File: config.mk
export PLATFORM = sky130hd
export DESIGN_NAME = mdas_queue
export DESIGN_NICKNAME = d
export VERILOG_FILES = /design/src/hw/rtl/mdas_pkg.sv /design/src/hw/rtl/mdas_queue.sv
export SDC_FILE = /design/constraint.sdc
export NUM_CORES = 1
export LEC_CHECK = 0
export BUFFER_PORTS_ARGS = -buffer_cell sky130_fd_sc_hd__buf_4
export CORE_MARGIN = 3
export CORE_UTILIZATION = 45
export DETAILED_ROUTE_END_ITERATION = 8
export GPL_ROUTABILITY_DRIVEN = 0
export PLACE_DENSITY = 0.7
export SYNTH_ARGS = -nofsm -noshare
export SYNTH_HDL_FRONTEND = slang
export SYNTH_SLANG_ARGS = --single-unit
File: constraint.sdc
create_clock -name clk -period 4.5 [get_ports clk]
set_input_delay 1.35 -clock clk [delete_from_list [all_inputs] [get_ports clk]]
set_output_delay 1.35 -clock clk [all_outputs]
set_load 0.01 [all_outputs]
File: src/hw/rtl/mdas_pkg.sv
// package for the multidimensional array store: sizes, codes, command type
// and the dimension-count helper. no dependencies.
`default_nettype none

package mdas_pkg;

  // array geometry
  localparam int MAX_DIMS    = 4;
  localparam int FIELD_DIMS  = 4;
  localparam int DIM_LIM     = (MAX_DIMS < FIELD_DIMS) ? MAX_DIMS : FIELD_DIMS;
  localparam int STORE_DEPTH = 4096;
  localparam int ELEM_W      = 32;
  localparam int ADDR_W      = $clog2(STORE_DEPTH);

  // field widths
  localparam int IDX_W      = 12;
  localparam int EXT_W      = 13;
  localparam int DIMS_W     = 3;
  localparam int DIM_IDX_W  = $clog2(FIELD_DIMS);
  localparam int CFG_IDX_W  = 3;
  localparam int CFG_W      = EXT_W;
  localparam int STATUS_W   = 2;

  // horner step arithmetic
  localparam int PROD_W = ADDR_W + EXT_W;
  localparam int SUM_W  = ((PROD_W > IDX_W) ? PROD_W : IDX_W) + 1;

  // command queue between front and back
  localparam int Q_DEPTH  = 2;
  localparam int Q_PTR_W  = $clog2(Q_DEPTH);
  localparam int Q_CNT_W  = $clog2(Q_DEPTH + 1);

  // register indexes
  localparam logic [CFG_IDX_W-1:0] REG_DIMS  = CFG_IDX_W'(0);
  localparam logic [CFG_IDX_W-1:0] REG_EXT_0 = CFG_IDX_W'(1);
  localparam logic [CFG_IDX_W-1:0] REG_EXT_3 = CFG_IDX_W'(4);

  typedef enum logic [STATUS_W-1:0] {
    STATUS_OK    = 2'd0,
    STATUS_INDEX = 2'd1,
    STATUS_BOUND = 2'd2
  } status_t;

  typedef enum logic {
    FUNC_READ  = 1'b0,
    FUNC_WRITE = 1'b1
  } func_t;

  typedef enum logic [1:0] {
    FE_IDLE,
    FE_CALC,
    FE_PUSH
  } front_state_t;

  typedef logic [FIELD_DIMS-1:0][EXT_W-1:0] ext_vec_t;
  typedef logic [FIELD_DIMS-1:0][IDX_W-1:0] idx_vec_t;

  // one classified access, front to back
  typedef struct packed {
    logic              is_write;
    status_t           status;
    logic [ADDR_W-1:0] addr;
    logic [ELEM_W-1:0] wdata;
  } cmd_t;

  // last dimension in use: zero acts as one, large values saturate
  function automatic logic [DIM_IDX_W-1:0] dims_last_of(input logic [DIMS_W-1:0] v);
    logic [DIM_IDX_W-1:0] r;
    if (v == '0) begin
      r = '0;
    end else if (int'(v) > DIM_LIM) begin
      r = DIM_IDX_W'(DIM_LIM - 1);
    end else begin
      r = DIM_IDX_W'(v - 1'b1);
    end
    return r;
  endfunction

endpackage

`default_nettype wire

File: src/hw/rtl/mdas_queue.sv
// short command queue between the front and back ends.
// depends on mdas_pkg.
`default_nettype none

module mdas_queue (
  input  wire logic           clk,
  input  wire logic           rst,
  input  wire logic           push,
  input  wire mdas_pkg::cmd_t din,
  output logic                full,
  input  wire logic           pop,
  output logic                not_empty,
  output mdas_pkg::cmd_t      dout
);

  mdas_pkg::cmd_t               entries [mdas_pkg::Q_DEPTH];
  logic [mdas_pkg::Q_PTR_W-1:0] wr_ptr;
  logic [mdas_pkg::Q_PTR_W-1:0] rd_ptr;
  logic [mdas_pkg::Q_CNT_W-1:0] count;

  assign full      = count == mdas_pkg::Q_CNT_W'(mdas_pkg::Q_DEPTH);
  assign not_empty = count != '0;
  assign dout      = entries[rd_ptr];

  // storage
  always_ff @(posedge clk) begin
    if (push) begin
      entries[wr_ptr] <= din;
    end
  end

  // pointers and fill count
  always_ff @(posedge clk) begin
    if (rst) begin
      wr_ptr <= '0;
      rd_ptr <= '0;
      count  <= '0;
    end else begin
      if (push) begin
        wr_ptr <= (wr_ptr == mdas_pkg::Q_PTR_W'(mdas_pkg::Q_DEPTH - 1)) ? '0 : wr_ptr + 1'b1;
      end
      if (pop) begin
        rd_ptr <= (rd_ptr == mdas_pkg::Q_PTR_W'(mdas_pkg::Q_DEPTH - 1)) ? '0 : rd_ptr + 1'b1;
      end
      if (push && !pop) begin
        count <= count + 1'b1;
      end else if (pop && !push) begin
        count <= count - 1'b1;
      end
    end
  end

endmodule

`default_nettype wire

# Word-level counts from Yosys, hierarchy flattened
# Memories as Yosys holds them, arrays and structs flattened. A register that Yosys moved wholly into a read port is not among the register bits.
# Cells that the tools add are included.
# totals
register_bits	4
mem_bits_rw	94
input_bits	51
out_inout_bits	49
elab_cells	23
n_memories	1
# op_classes
n_addsub	4
n_eq_ne	1
mux	8
reduce_logical	6
# memory_table
memory	depth	width	rd	rd_ports_with_merged_regs	write_ports	line_no	text
entries	2	47	1	1	1	mdas_queue.sv:16	mdas_pkg::cmd_t entries [mdas_pkg::Q_DEPTH];
# ops
op	count
1-bit two-way mux	6
2-bit two-way mux	2
2-bit nonzero test	2
1-bit adder (second input constant)	2
2-bit by 1-bit adder with 2-bit output (second input constant)	1
2-bit == test (second input constant)	1
1-bit logical AND	2
1-bit zero test	2
2-bit by 1-bit subtractor with 2-bit output (second input constant)	1

# Depth between registers and ports, before layout
# logic_depth
depth_word	4
ltp_mapped	5

# Worst setup path after synthesis
# Ideal clock, no wire load.
# synth_path
kind	in2reg
start	input port push
end	memory entries[0][0] (netlist bit) (enable)
setup_ns	0.457
arrival_ns	3.438
t_required_ns	4.043
slack_ns	0.604
path_stages	1
n_path_buf	0
path_cell_list	nor2b_1
# synth_between
elab_chain_len	2
# synth_rtl
element	line_no	text
start: declaration	mdas_queue.sv:8	input wire logic push,
1-bit two-way mux	mdas_queue.sv:27	if (push) begin
1-bit two-way mux (implied by the code)	mdas_queue.sv:28	entries[wr_ptr] <= din;
end: declaration	mdas_queue.sv:16	
# Every way passes these cells.

==> results.cfg <==
[outcome]
status = completed

[power_and_ir_drop]
p_int_mw = 1.531
p_seq_share_pct = 56.1
power_density_nw_per_um2 = 416.9
combPwrFrac_pct = 13.0
finalPower_mw = 1.951
ir_drop_v = 0.0001979
swShare_pct = 21.55
p_sw_mw = 0.4204
pwr-share-clk_pct = 31.0
power.leakage_nw = 1.755

[logic_synthesis]
ys_seq_area_share_pct = 81.00
synth_area_um2 = 3608
synthesis.instances = 168
synth_seq_cells = 99
ys_types = 18
yosysWarnings = 0
synthesis.nets = 220
avgSynthCellArea_um2 = 21.48

[layout]
layout-drive-gt1-share_pct = 60.00
layout_commonest_cell = buf_4
diodes = 0
most-common-layout-cells = buf_4 (101), edfxtp_1 (94), mux2_2 (47), clkbuf_8 (9)
fin_area_um2 = 4679
synthToLayoutAreaGrowth_pct = 29.68
final_nets = 327

[floorplan]
rows = 32
ioPinCount = 100
core_area_um2 = 7767
dieArea_um2 = 9129
die_y_um = 95.55
initial_core_util_pct = 46.46
die_w_um = 95.55

[sta]
rsz0062_at_grt = no
tightest_slew_ns = 1.111
maxSlewHeadroom_pct = 25.95
fin_tns_setup_ns = 0
fin_ws_ns = 1.176
final_max_slew_viol_count = 0
finalSetupViolations = 0
fmax_mhz = 300.8
fin_crit_ns = 3.324
hold_viol = 0
skew_ns = 0.01205
period_share_pct = 73.87

[clock_tree]
insertion_delay_ns = 0.34
cts_setup_buffers = 0
cts.sinks = 99
cts_tree = yes
clk_path_buf_depth = 2
clk_pin_slew_worst_paths_ns = 0.09
numCtsBuffers = 9
hold_buffers = 0
h-tree-depth = 3
cts_resized = 0
cts_root_buf = clkbuf_8

[detailed_routing]
drt_iter0_drc = 51
detail_route.wl_per_cell_um = 15.65
drtAntennaViolNets = 0
vias = 1814
drt-total-wl_um = 5979
drc = 0
viasPerCell = 4.749
drtPass1Iterations = 4

[worst_setup_path]
critPathRequiredTime_ns = 3.15
setup.worst_path.start_class = flip-flop
cp_max_fo = 27
worstSetupEndpointType = output pin
critical_path_class = reg2out
cpMostUsedCell = buf_4
crit_family = flip-flops
crit_path_max_incr_delay_ns = 0.65
crit_slowest_cell = dfxtp_2
path_cells = buf_4 > mux2_2 > buf_4
crit_buf_inv = 2
cp.arrival_ns = 1.97

[grt]
overflow = 0
use_met2_pct = 20.96
grt_max_degree = 48
grt_pass1_vias = 1848
antenna_found_initial = 0
grt_use_met3_pct = 4.341
met1_usage_pct = 17.06
busiest_layer = met2
track_usage_pct = 13.20
grt_pass1_wl_um = 9018

[placement]
placed_area_um2 = 4458
portBuffers = 99
post-dp-hpwl_um = 4031
pre_cts_ws_ns = 1.512

[min_path]
hold_path_class = reg2reg

[job]
max_cap_viol_count = 0
==> tightest hold or removal path: cells and delay by family (launching register included) <==
kind / cells / cell delay (ns)
AO/OA/AOI/OAI: 2 / 0.13
flip-flops: 1 / 0.34
==> through the flow <==
step,hold slack (ns),util (%),instances
2_1_floorplan,0.4564,-,168
3_3_place_gp,0.4791,57.39,366
3_5_place_dp,0.4854,57.39,366
4_1_cts,0.5009,60.24,382
5_1_grt,0.5586,60.24,382
6_report,0.5020,60.24,382
==> final timing paths <==
check,start,to,slack (ns),depth (start not counted)
worst min register to register,count[1],count[1],0.50,2
worst max register to register,wr_ptr,entries[1][22],2.76,1
worst max-delay path,flip-flop,dout[18],1.18,3
worst min-delay path,count[1],count[1],0.50,2
==> routing by layer <==
layer,vias up,wire length [um]
met2,77,2899
met1,869,2583
met5,-,0
li1,866,-
met3,2,487
met4,0,8
==> sequential cells by signal (all words and copies together) (netlist names), named ones only <==
| signal | cells |
|---|---|
| rd_ptr | 1 |
| entries | 94 |
| count | 2 |
| wr_ptr | 1 |
==> synthesized netlist by cell type (all sizes together) <==
cell / number / area share, %
nor2: 4 / 0.42
dfxtp: 5 / 2.8
or3: 1 / 0.17
nor2b: 1 / 0.17
buf: 5 / 1.3
or2: 1 / 0.17
xor2: 2 / 0.49
inv: 1 / 0.10
o21ai: 1 / 0.14
a21oi: 1 / 0.14
and2b: 1 / 0.24
and2: 1 / 0.17
mux2: 47 / 15
edfxtp: 94 / 78
ha: 1 / 0.35
xnor2: 2 / 0.49
==> area by class of cell <==
type,count,area (um2)
fill,630,3088
clock buffer,9,123.9
timing repair buffer,101,758.2
multi-input combinational,63,644.4
tap,102,127.6
sequential,99,2924
clock inverter,7,97.59
inverter,1,3.754
==> power by group through the flow <==
stage	clock network [mW]	registers, mW	logic [mW]
finish	0.604	1.09	0.253
global route	0.663	1.10	0.275
CTS	0.624	1.09	0.259
detailed placement	0	1.12	0.258
global placement	0	1.11	0.256
floorplan	0	1.11	0.134
==> cell families (layout without fill, tap and decap cells) <==
kind of cell	Yosys count	after routing	synth area share (%)
flops	99	99	81.00
mux	47	47	14.67
simple gates	9	9	1.353
buf+inv	6	118	1.387
xor+xnor	4	4	0.9711
compound gates	2	2	0.2771
fa+ha+maj	1	1	0.3467
Power figures use the tool's default switching activity.
