File: src/hw/rtl/mdas_pkg.sv
// package for the multidimensional array store: sizes, codes, command type
// and the dimension-count helper. no dependencies.
`default_nettype none

package mdas_pkg;

  // array geometry
  localparam int MAX_DIMS    = 4;
  localparam int FIELD_DIMS  = 4;
  localparam int DIM_LIM     = (MAX_DIMS < FIELD_DIMS) ? MAX_DIMS : FIELD_DIMS;
  localparam int STORE_DEPTH = 4096;
  localparam int ELEM_W      = 32;
  localparam int ADDR_W      = $clog2(STORE_DEPTH);

  // field widths
  localparam int IDX_W      = 12;
  localparam int EXT_W      = 13;
  localparam int DIMS_W     = 3;
  localparam int DIM_IDX_W  = $clog2(FIELD_DIMS);
  localparam int CFG_IDX_W  = 3;
  localparam int CFG_W      = EXT_W;
  localparam int STATUS_W   = 2;

  // horner step arithmetic
  localparam int PROD_W = ADDR_W + EXT_W;
  localparam int SUM_W  = ((PROD_W > IDX_W) ? PROD_W : IDX_W) + 1;

  // command queue between front and back
  localparam int Q_DEPTH  = 2;
  localparam int Q_PTR_W  = $clog2(Q_DEPTH);
  localparam int Q_CNT_W  = $clog2(Q_DEPTH + 1);

  // register indexes
  localparam logic [CFG_IDX_W-1:0] REG_DIMS  = CFG_IDX_W'(0);
  localparam logic [CFG_IDX_W-1:0] REG_EXT_0 = CFG_IDX_W'(1);
  localparam logic [CFG_IDX_W-1:0] REG_EXT_3 = CFG_IDX_W'(4);

  typedef enum logic [STATUS_W-1:0] {
    STATUS_OK    = 2'd0,
    STATUS_INDEX = 2'd1,
    STATUS_BOUND = 2'd2
  } status_t;

  typedef enum logic {
    FUNC_READ  = 1'b0,
    FUNC_WRITE = 1'b1
  } func_t;

  typedef enum logic [1:0] {
    FE_IDLE,
    FE_CALC,
    FE_PUSH
  } front_state_t;

  typedef logic [FIELD_DIMS-1:0][EXT_W-1:0] ext_vec_t;
  typedef logic [FIELD_DIMS-1:0][IDX_W-1:0] idx_vec_t;

  // one classified access, front to back
  typedef struct packed {
    logic              is_write;
    status_t           status;
    logic [ADDR_W-1:0] addr;
    logic [ELEM_W-1:0] wdata;
  } cmd_t;

  // last dimension in use: zero acts as one, large values saturate
  function automatic logic [DIM_IDX_W-1:0] dims_last_of(input logic [DIMS_W-1:0] v);
    logic [DIM_IDX_W-1:0] r;
    if (v == '0) begin
      r = '0;
    end else if (int'(v) > DIM_LIM) begin
      r = DIM_IDX_W'(DIM_LIM - 1);
    end else begin
      r = DIM_IDX_W'(v - 1'b1);
    end
    return r;
  endfunction

endpackage

`default_nettype wire

File: src/hw/rtl/mdas_front.sv
// front end: accepts access beats, checks indexes and builds the row-major
// offset by horner steps on one multiplier. depends on mdas_pkg.
`default_nettype none

module mdas_front (
  input  wire logic                              clk,
  input  wire logic                              rst,
  input  wire logic                              in_valid,
  output logic                                   in_ready,
  input  wire logic                              func,
  input  wire mdas_pkg::idx_vec_t                idx_in,
  input  wire logic [mdas_pkg::ELEM_W-1:0]       write_data,
  input  wire logic [mdas_pkg::DIM_IDX_W-1:0]    dims_last,
  input  wire mdas_pkg::ext_vec_t                ext,
  input  wire logic                              q_full,
  output logic                                   push,
  output mdas_pkg::cmd_t                         cmd
);

  mdas_pkg::front_state_t                 state;
  mdas_pkg::front_state_t                 state_next;
  mdas_pkg::idx_vec_t                     idx_r;
  logic [mdas_pkg::DIM_IDX_W-1:0]         step;
  logic                                   load;
  logic                                   step_en;
  logic                                   idx_err;
  logic                                   bound0;
  logic                                   start_calc;
  logic [mdas_pkg::PROD_W-1:0]            prod;
  logic [mdas_pkg::SUM_W-1:0]             sum;
  logic                                   sum_ovf;
  logic                                   calc_done;

  // index checks on the incoming beat, dimensions in use only
  always_comb begin
    idx_err = 1'b0;
    for (int i = 0; i < mdas_pkg::FIELD_DIMS; i++) begin
      if (mdas_pkg::DIM_IDX_W'(i) <= dims_last &&
          mdas_pkg::EXT_W'(idx_in[i]) >= ext[i]) begin
        idx_err = 1'b1;
      end
    end
  end

  assign bound0 = mdas_pkg::SUM_W'(idx_in[0]) >= mdas_pkg::SUM_W'(mdas_pkg::STORE_DEPTH);
  assign start_calc = !idx_err && !bound0 && (dims_last != '0);

  // horner step: partial offset times next extent plus next index
  assign prod = mdas_pkg::PROD_W'(cmd.addr) * mdas_pkg::PROD_W'(ext[step]);
  assign sum = mdas_pkg::SUM_W'(prod) + mdas_pkg::SUM_W'(idx_r[step]);
  assign sum_ovf = sum >= mdas_pkg::SUM_W'(mdas_pkg::STORE_DEPTH);
  assign calc_done = sum_ovf || (step == dims_last);

  // state register
  always_ff @(posedge clk) begin
    if (rst) begin
      state <= mdas_pkg::FE_IDLE;
    end else begin
      state <= state_next;
    end
  end

  // next state and handshake
  always_comb begin
    state_next = state;
    in_ready   = 1'b0;
    push       = 1'b0;
    step_en    = 1'b0;
    case (state)
      mdas_pkg::FE_IDLE: begin
        in_ready = 1'b1;
      end
      mdas_pkg::FE_CALC: begin
        step_en = 1'b1;
        if (calc_done) begin
          state_next = mdas_pkg::FE_PUSH;
        end
      end
      mdas_pkg::FE_PUSH: begin
        if (!q_full) begin
          push       = 1'b1;
          in_ready   = 1'b1;
          state_next = mdas_pkg::FE_IDLE;
        end
      end
      default: begin
        state_next = mdas_pkg::FE_IDLE;
      end
    endcase
    load = in_ready && in_valid;
    if (load) begin
      state_next = start_calc ? mdas_pkg::FE_CALC : mdas_pkg::FE_PUSH;
    end
  end

  // command and working registers
  always_ff @(posedge clk) begin
    if (load) begin
      cmd.is_write <= (func == mdas_pkg::FUNC_WRITE);
      cmd.wdata    <= write_data;
      cmd.addr     <= mdas_pkg::ADDR_W'(idx_in[0]);
      cmd.status   <= idx_err ? mdas_pkg::STATUS_INDEX :
                      bound0  ? mdas_pkg::STATUS_BOUND : mdas_pkg::STATUS_OK;
      idx_r        <= idx_in;
      step         <= mdas_pkg::DIM_IDX_W'(1);
    end else if (step_en) begin
      if (sum_ovf) begin
        cmd.status <= mdas_pkg::STATUS_BOUND;
      end else begin
        cmd.addr <= sum[mdas_pkg::ADDR_W-1:0];
      end
      step <= step + 1'b1;
    end
  end

endmodule

`default_nettype wire

File: config.mk
export PLATFORM = sky130hd
export DESIGN_NAME = mdas_front
export DESIGN_NICKNAME = d
export VERILOG_FILES = /design/src/hw/rtl/mdas_pkg.sv /design/src/hw/rtl/mdas_front.sv
export SDC_FILE = /design/constraint.sdc
export NUM_CORES = 1
export LEC_CHECK = 0
export ABC_AREA = 0
export BUFFER_PORTS_ARGS = -buffer_cell sky130_fd_sc_hd__buf_4
export CORE_ASPECT_RATIO = 1.75
export CORE_MARGIN = 1.5
export CORE_UTILIZATION = 59
export CTS_BUF_LIST = sky130_fd_sc_hd__clkbuf_16
export CTS_CLUSTER_DIAMETER = 60
export CTS_CLUSTER_SIZE = 30
export DETAILED_ROUTE_END_ITERATION = 10
export MAX_ROUTING_LAYER = met4
export PLACE_DENSITY = 0.89
export SLEW_MARGIN = 10
export SYNTH_ARGS = -nofsm -noshare
export SYNTH_HDL_FRONTEND = slang
export SYNTH_SLANG_ARGS = --single-unit
File: constraint.sdc
create_clock -name clk -period 10.27 [get_ports clk]
set_clock_uncertainty 0.2 [all_clocks]
set_input_delay 0.5135 -clock clk [delete_from_list [all_inputs] [get_ports clk]]
set_output_delay 0.5135 -clock clk [all_outputs]
set_load 0.02 [all_outputs]
==> Word-level counts from Yosys, hierarchy flattened <==
Cells that the tools add are included.
Widths: inputs -> output; s select.
{ "word_totals": {"regBits": 99, "in_bits": 139, "out_inout_bits": 49, "wordCells": 67} }
{ "op_classes": {"add_sub_neg": 2, "mul": 1, "order_cmp": 10, "n_eq_ne": 7, "muxes": 22, "reduce_logical": 15} }
{ "ops": {"columns": ["operator", "count"], "rows": [
  ["$ge 12x13->1", 4],
  ["$mux 14", 2],
  ["$add 25x12->26", 1],
  ["$bmux 13 s2", 1],
  ["$ge 26x13->1 const B", 1],
  ["$mul 12x13->25", 1],
  ["$bmux 12 s2", 1],
  ["$mux 12", 2],
  ["$mux 13", 1],
  ["$mux 2", 5],
  ["$mux 1", 8],
  ["$logic_and 1x1->1", 6],
  ["$ne 3x3->1 const B", 2],
  ["$pmux 2 s3", 1],
  ["$reduce_bool 2->1", 3],
  ["$le 1x2->1 const A", 2],
  ["$le 2x2->1 const A", 2],
  ["$ne 2x2->1 const B", 2],
  ["$reduce_and 2->1", 2],
  ["$lt 2x3->1 const B", 1],
  ["$reduce_and 3->1", 1],
  ["$add 2x1->2 const B", 1],
  ["$eq 2x1->1 const B", 1],
  ["$eq 2x2->1", 1],
  ["5 further kinds", 5]
]} }

==> Logic depth before layout (Yosys ltp) <==
{ "depth": {"ltp_word": 10, "depth_mapped": 25, "depth_no_buf": 21} }

==> Worst setup path before layout <==
Ideal clock, no wire load.
{ "synth_timing": {"path_kind": "reg-to-reg", "startpoint": "register step[0] (netlist bit)", "endpoint": "register cmd[32] (netlist bit) (enable)", "setup_ns": 0.353, "t_arrival_ns": 6.871, "required_time_ns": 9.717, "setup_slack_ns": 2.846, "path_stages_with_launch": 25, "n_path_buf": 4, "period_less_slack_ns": 7.424, "path_cell_list": "dfxtp_1 -> buf_2 -> buf_2 -> mux4_2 -> clkbuf_1 -> and2_1 -> fa_1 -> inv_1 -> fa_1 -> inv_1 -> fa_1 -> fa_1 -> inv_1 -> fa_1 -> inv_1 -> ha_1 -> buf_6 -> a21oi_4 -> o21ai_2 -> a22oi_2 -> and3_1 -> or3b_1 -> a32o_2 -> nor4_4 -> a31o_1"} }
{ "synth_via": {"elab_chain_cells": 7, "elab_cells_between_ends": 9, "classes_between": "add/sub: 1; mul: 1; order compare: 1; eq/ne: 1; mux: 4; reduce/logical: 1"} }
{ "synth_rtl": {"columns": ["item", "line_no", "rtl"], "rows": [
  ["start: declaration", "mdas_front.sv:23", "logic [mdas_pkg::DIM_IDX_W-1:0] step;"],
  ["start signal: assignment", "mdas_front.sv:105", "step <= mdas_pkg::DIM_IDX_W'(1);"],
  ["start signal: assignment", "mdas_front.sv:112", "step <= step + 1'b1;"],
  ["$bmux 13 s2", "mdas_front.sv:49", "assign prod = mdas_pkg::PROD_W'(cmd.addr) * mdas_pkg::PROD_W'(ext[step]);"],
  ["$mux 13 (not written as such)", "mdas_front.sv:49", null],
  ["$mul 12x13->25", "mdas_front.sv:49", null],
  ["$add 25x12->26 (*)", "mdas_front.sv:50", "assign sum = mdas_pkg::SUM_W'(prod) + mdas_pkg::SUM_W'(idx_r[step]);"],
  ["$ge 26x13->1 (*)", "mdas_front.sv:51", "assign sum_ovf = sum >= mdas_pkg::SUM_W'(mdas_pkg::STORE_DEPTH);"],
  ["$ne 2x2->1 (no source line) (*)", null, null],
  ["$reduce_and 2->1 (no source line) (*)", null, null],
  ["end: declaration", "mdas_front.sv:17", "output mdas_pkg::cmd_t cmd"]
]} }
Every way passes the cells marked *; elsewhere a longest branch is shown, timed or not. The select of a mux whose other input is x is not followed.
A chain may end at the register's enable or synchronous reset.

==> Final worst setup path <==
{ "layout_timing": {"startpoint": "register step[0] (netlist bit)", "endpoint": "register cmd[36] (netlist bit) (enable)"} }
Same word-level chain as after synthesis.

==> results.md <==
* Run status: finished clean
* First-pass GRT wire length at 48.4 mm
* Vias at 8876
* Clock sinks at 99
* Vias in the first global route at 10000
* GR Util met2 at 61.1%
* Yosys reg bits at 99
* Post-synth top flop: edfxtp_1
* Post-synth EDFFs at 95
* CP max FO at 29
* Worst-path clk slew at 70 ps
* Routed wire length at 30.8 mm
* GR peak layer: met2
* Initial antenna violation count at 0
* Yosys cell types at 66
* FILL cells at 1292
* CP endpoint kind: flop
* Crit path time final at 8250 ps
* # hold bufs at CTS at 0
* GRT Overall Usage at 33.5%
* Routability cong. at 0.972
* Worst Tran Pin Value at 948 ps
* Final setup viols at 0
* Io pins at 188
* Mapped Cells at 1085
* Worst hold path class: input pin to flop
* Max Cap Viol at 0
* Number of warnings issued by yosys at 0
* Largest net degree at the start of global routing at 72
* Grt met1 use at 31.5%
* H-tree Lvls at 3
* Die width at 107 um
* Wire per inst at 20.8 um
* Post-CTS Resized at 0
* Drt via density at 5.99
* Root buffer cell: clkbuf_16
* Syn Std Cell Area at 11100 um2
* CTS tree: built
* Critical path type: flop to flop
* Placed wire-length estimate at 25.6 mm
* Core Region at 18500 um2
* Worst EP arrival at 8030 ps
* Die Span Y at 184 um
* PortBufs at 187
* CTS Buf Count at 9
* Highest clock rate at 121 MHz
* DR DRC count at 0
* Slew headroom at 36.8%
* Sequential fraction of the synthesis area at 26.4%
* Layout cells sized above 1 at 19.4%
* First-pass DRT Iterations at 6
* Startpoint Class: flop
* Hold Violations, Final at 0
* Final Slew Violations at 0
* Post-synth ARST share at 0%
* CTS max path bufs at 2
* Initial Utilization at 60.0%
* Grt met3 use at 5.62%
* Syn Area/Cell at 10.2 um2
* Setup bufs post-CTS at 0
* Sum Neg Setup Slack at 0 ps
* Overflow after GRT at 0
* First DRT Iteration DRCs at 630
* Area added between synthesis and finish at 16.0%
* Antenna viol nets, final at 0
* Syn nets at 1468
* Clock insertion delay at the later pin of the skew report at 350 ps
* Die Area at 19700 um2
* RSZ-0062 raised after global routing: false
* # rows at 66
* Nets at 1623
* Crit path required time at 10060 ps
* Tcrit/Tclk final at 80.3%
==> cell usage in the layout, fill, tap and decap left out, types with 3 or more instances in the layout <==
cell	Yosys	final
and2_1	81	81
xor2_1	7	7
nand2_1	120	120
dfxtp_1	4	3
edfxtp_1	95	95
nand3_1	12	12
o211a_1	4	4
and3_1	8	8
o21a_1	7	7
ha_1	122	122
o211ai_1	6	6
clkinv_1	0	3
a211o_1	3	3
nand2b_1	8	8
nor2_1	22	22
clkbuf_16	0	9
clkinv_2	0	3
a21o_1	21	21
mux4_2	25	25
buf_4	0	189
fa_1	122	122
nor2b_1	3	3
xnor2_1	7	7
nand4_1	3	3
a31oi_1	4	4
inv_1	223	223
o21ai_1	3	3
o21ai_0	22	22
o21bai_1	3	3
nor3_1	6	6
a211oi_1	8	8
a21oi_1	46	46
o221ai_1	4	4
==> stage by stage <==
step	setup slack, ps	util (%)	std cells	instance area (um2)	hold WS [ps]
detailed placement	2110	68.3	1467	12600	484
floorplan	2850	-	1085	11100	403
finish	2020	69.6	1483	12900	130
global placement	2240	68.3	1467	12600	466
CTS	2070	69.6	1482	12900	130
global route	1650	69.6	1482	12900	128
==> path summary, 6_finish.rpt <==
check        cells after the start                   end                  start  slack (ps)
max reg2reg                     20     cmd[36]$_DFFE_PP_   step[0]$_SDFFE_PP1P_        2020
min                              1     cmd[17]$_DFFE_PP_         write_data[17]         130
min reg2reg                      2  step[0]$_SDFFE_PP1P_  state[1]$_SDFFE_PP0P_         510
max                             20     cmd[36]$_DFFE_PP_   step[0]$_SDFFE_PP1P_        2020
==> registers in the layout, indices dropped and copies added, names as in the netlist <==
signal / count
cmd: 47
idx_r: 48
state: 2
step: 2
==> area by class of cell <==
type,instances,area [um2],share of cell area (%)
tap,238,298,2.31
antenna,1,2.50,0.0194
multi-input combinational,718,7140,55.4
clock inverter,6,25.0,0.194
clock buffer,9,225,1.75
inverter,223,838,6.51
timing repair buffer,189,1420,11.0
sequential,99,2930,22.8
==> critical path, cell delays in order, from the launching register on <==
cell	delay, ps
dfxtp_2	950
mux4_2	740
and2_1	230
fa_1	560
inv_1	70
fa_1	530
inv_1	50
fa_1	470
fa_1	490
inv_1	60
fa_1	520
inv_1	40
ha_1	460
nand4_2	260
nor3_2	230
a31oi_1	140
and3_1	230
or3_1	300
a32o_2	290
nor4_4	430
a31o_1	600
==> cell usage after synthesis, types with 8 or more instances <==
cell	number	area [um2]
nand3_1	12	60.1
a211oi_1	8	60.1
nand2_1	120	450
a21oi_1	46	230
mux4_2	25	563
inv_1	223	837
clkbuf_1	33	124
ha_1	122	1530
nand2b_1	8	50.1
o21ai_0	22	110
and3_1	8	50.1
edfxtp_1	95	2850
nor2_1	22	82.6
a21o_1	21	158
and2_1	81	507
fa_1	122	2440
==> layer usage <==
metal	wire, um	up-vias
li1	-	3880
met1	9930	4278
met2	16600	539
met3	2040	179
met4	2190	0
met5	0	-
==> cells by family (layout without fill, tap and decap cells) <==
kind of cell,after synthesis,in the layout,synth area share [%]
AND/OR/NAND/NOR,281,281,13.0
buffers and inverters,268,427,9.27
adder cells (fa/ha/maj),244,244,35.7
AO/OA/AOI/OAI,153,153,9.26
flip-flops,99,99,26.4
multiplexers,26,26,5.16
XOR/XNOR,14,14,1.10
other,0,1,0
Power is left out: the tool's default activity adds up to more than one toggle a clock period on the data nets, which glitch-free logic cannot reach.
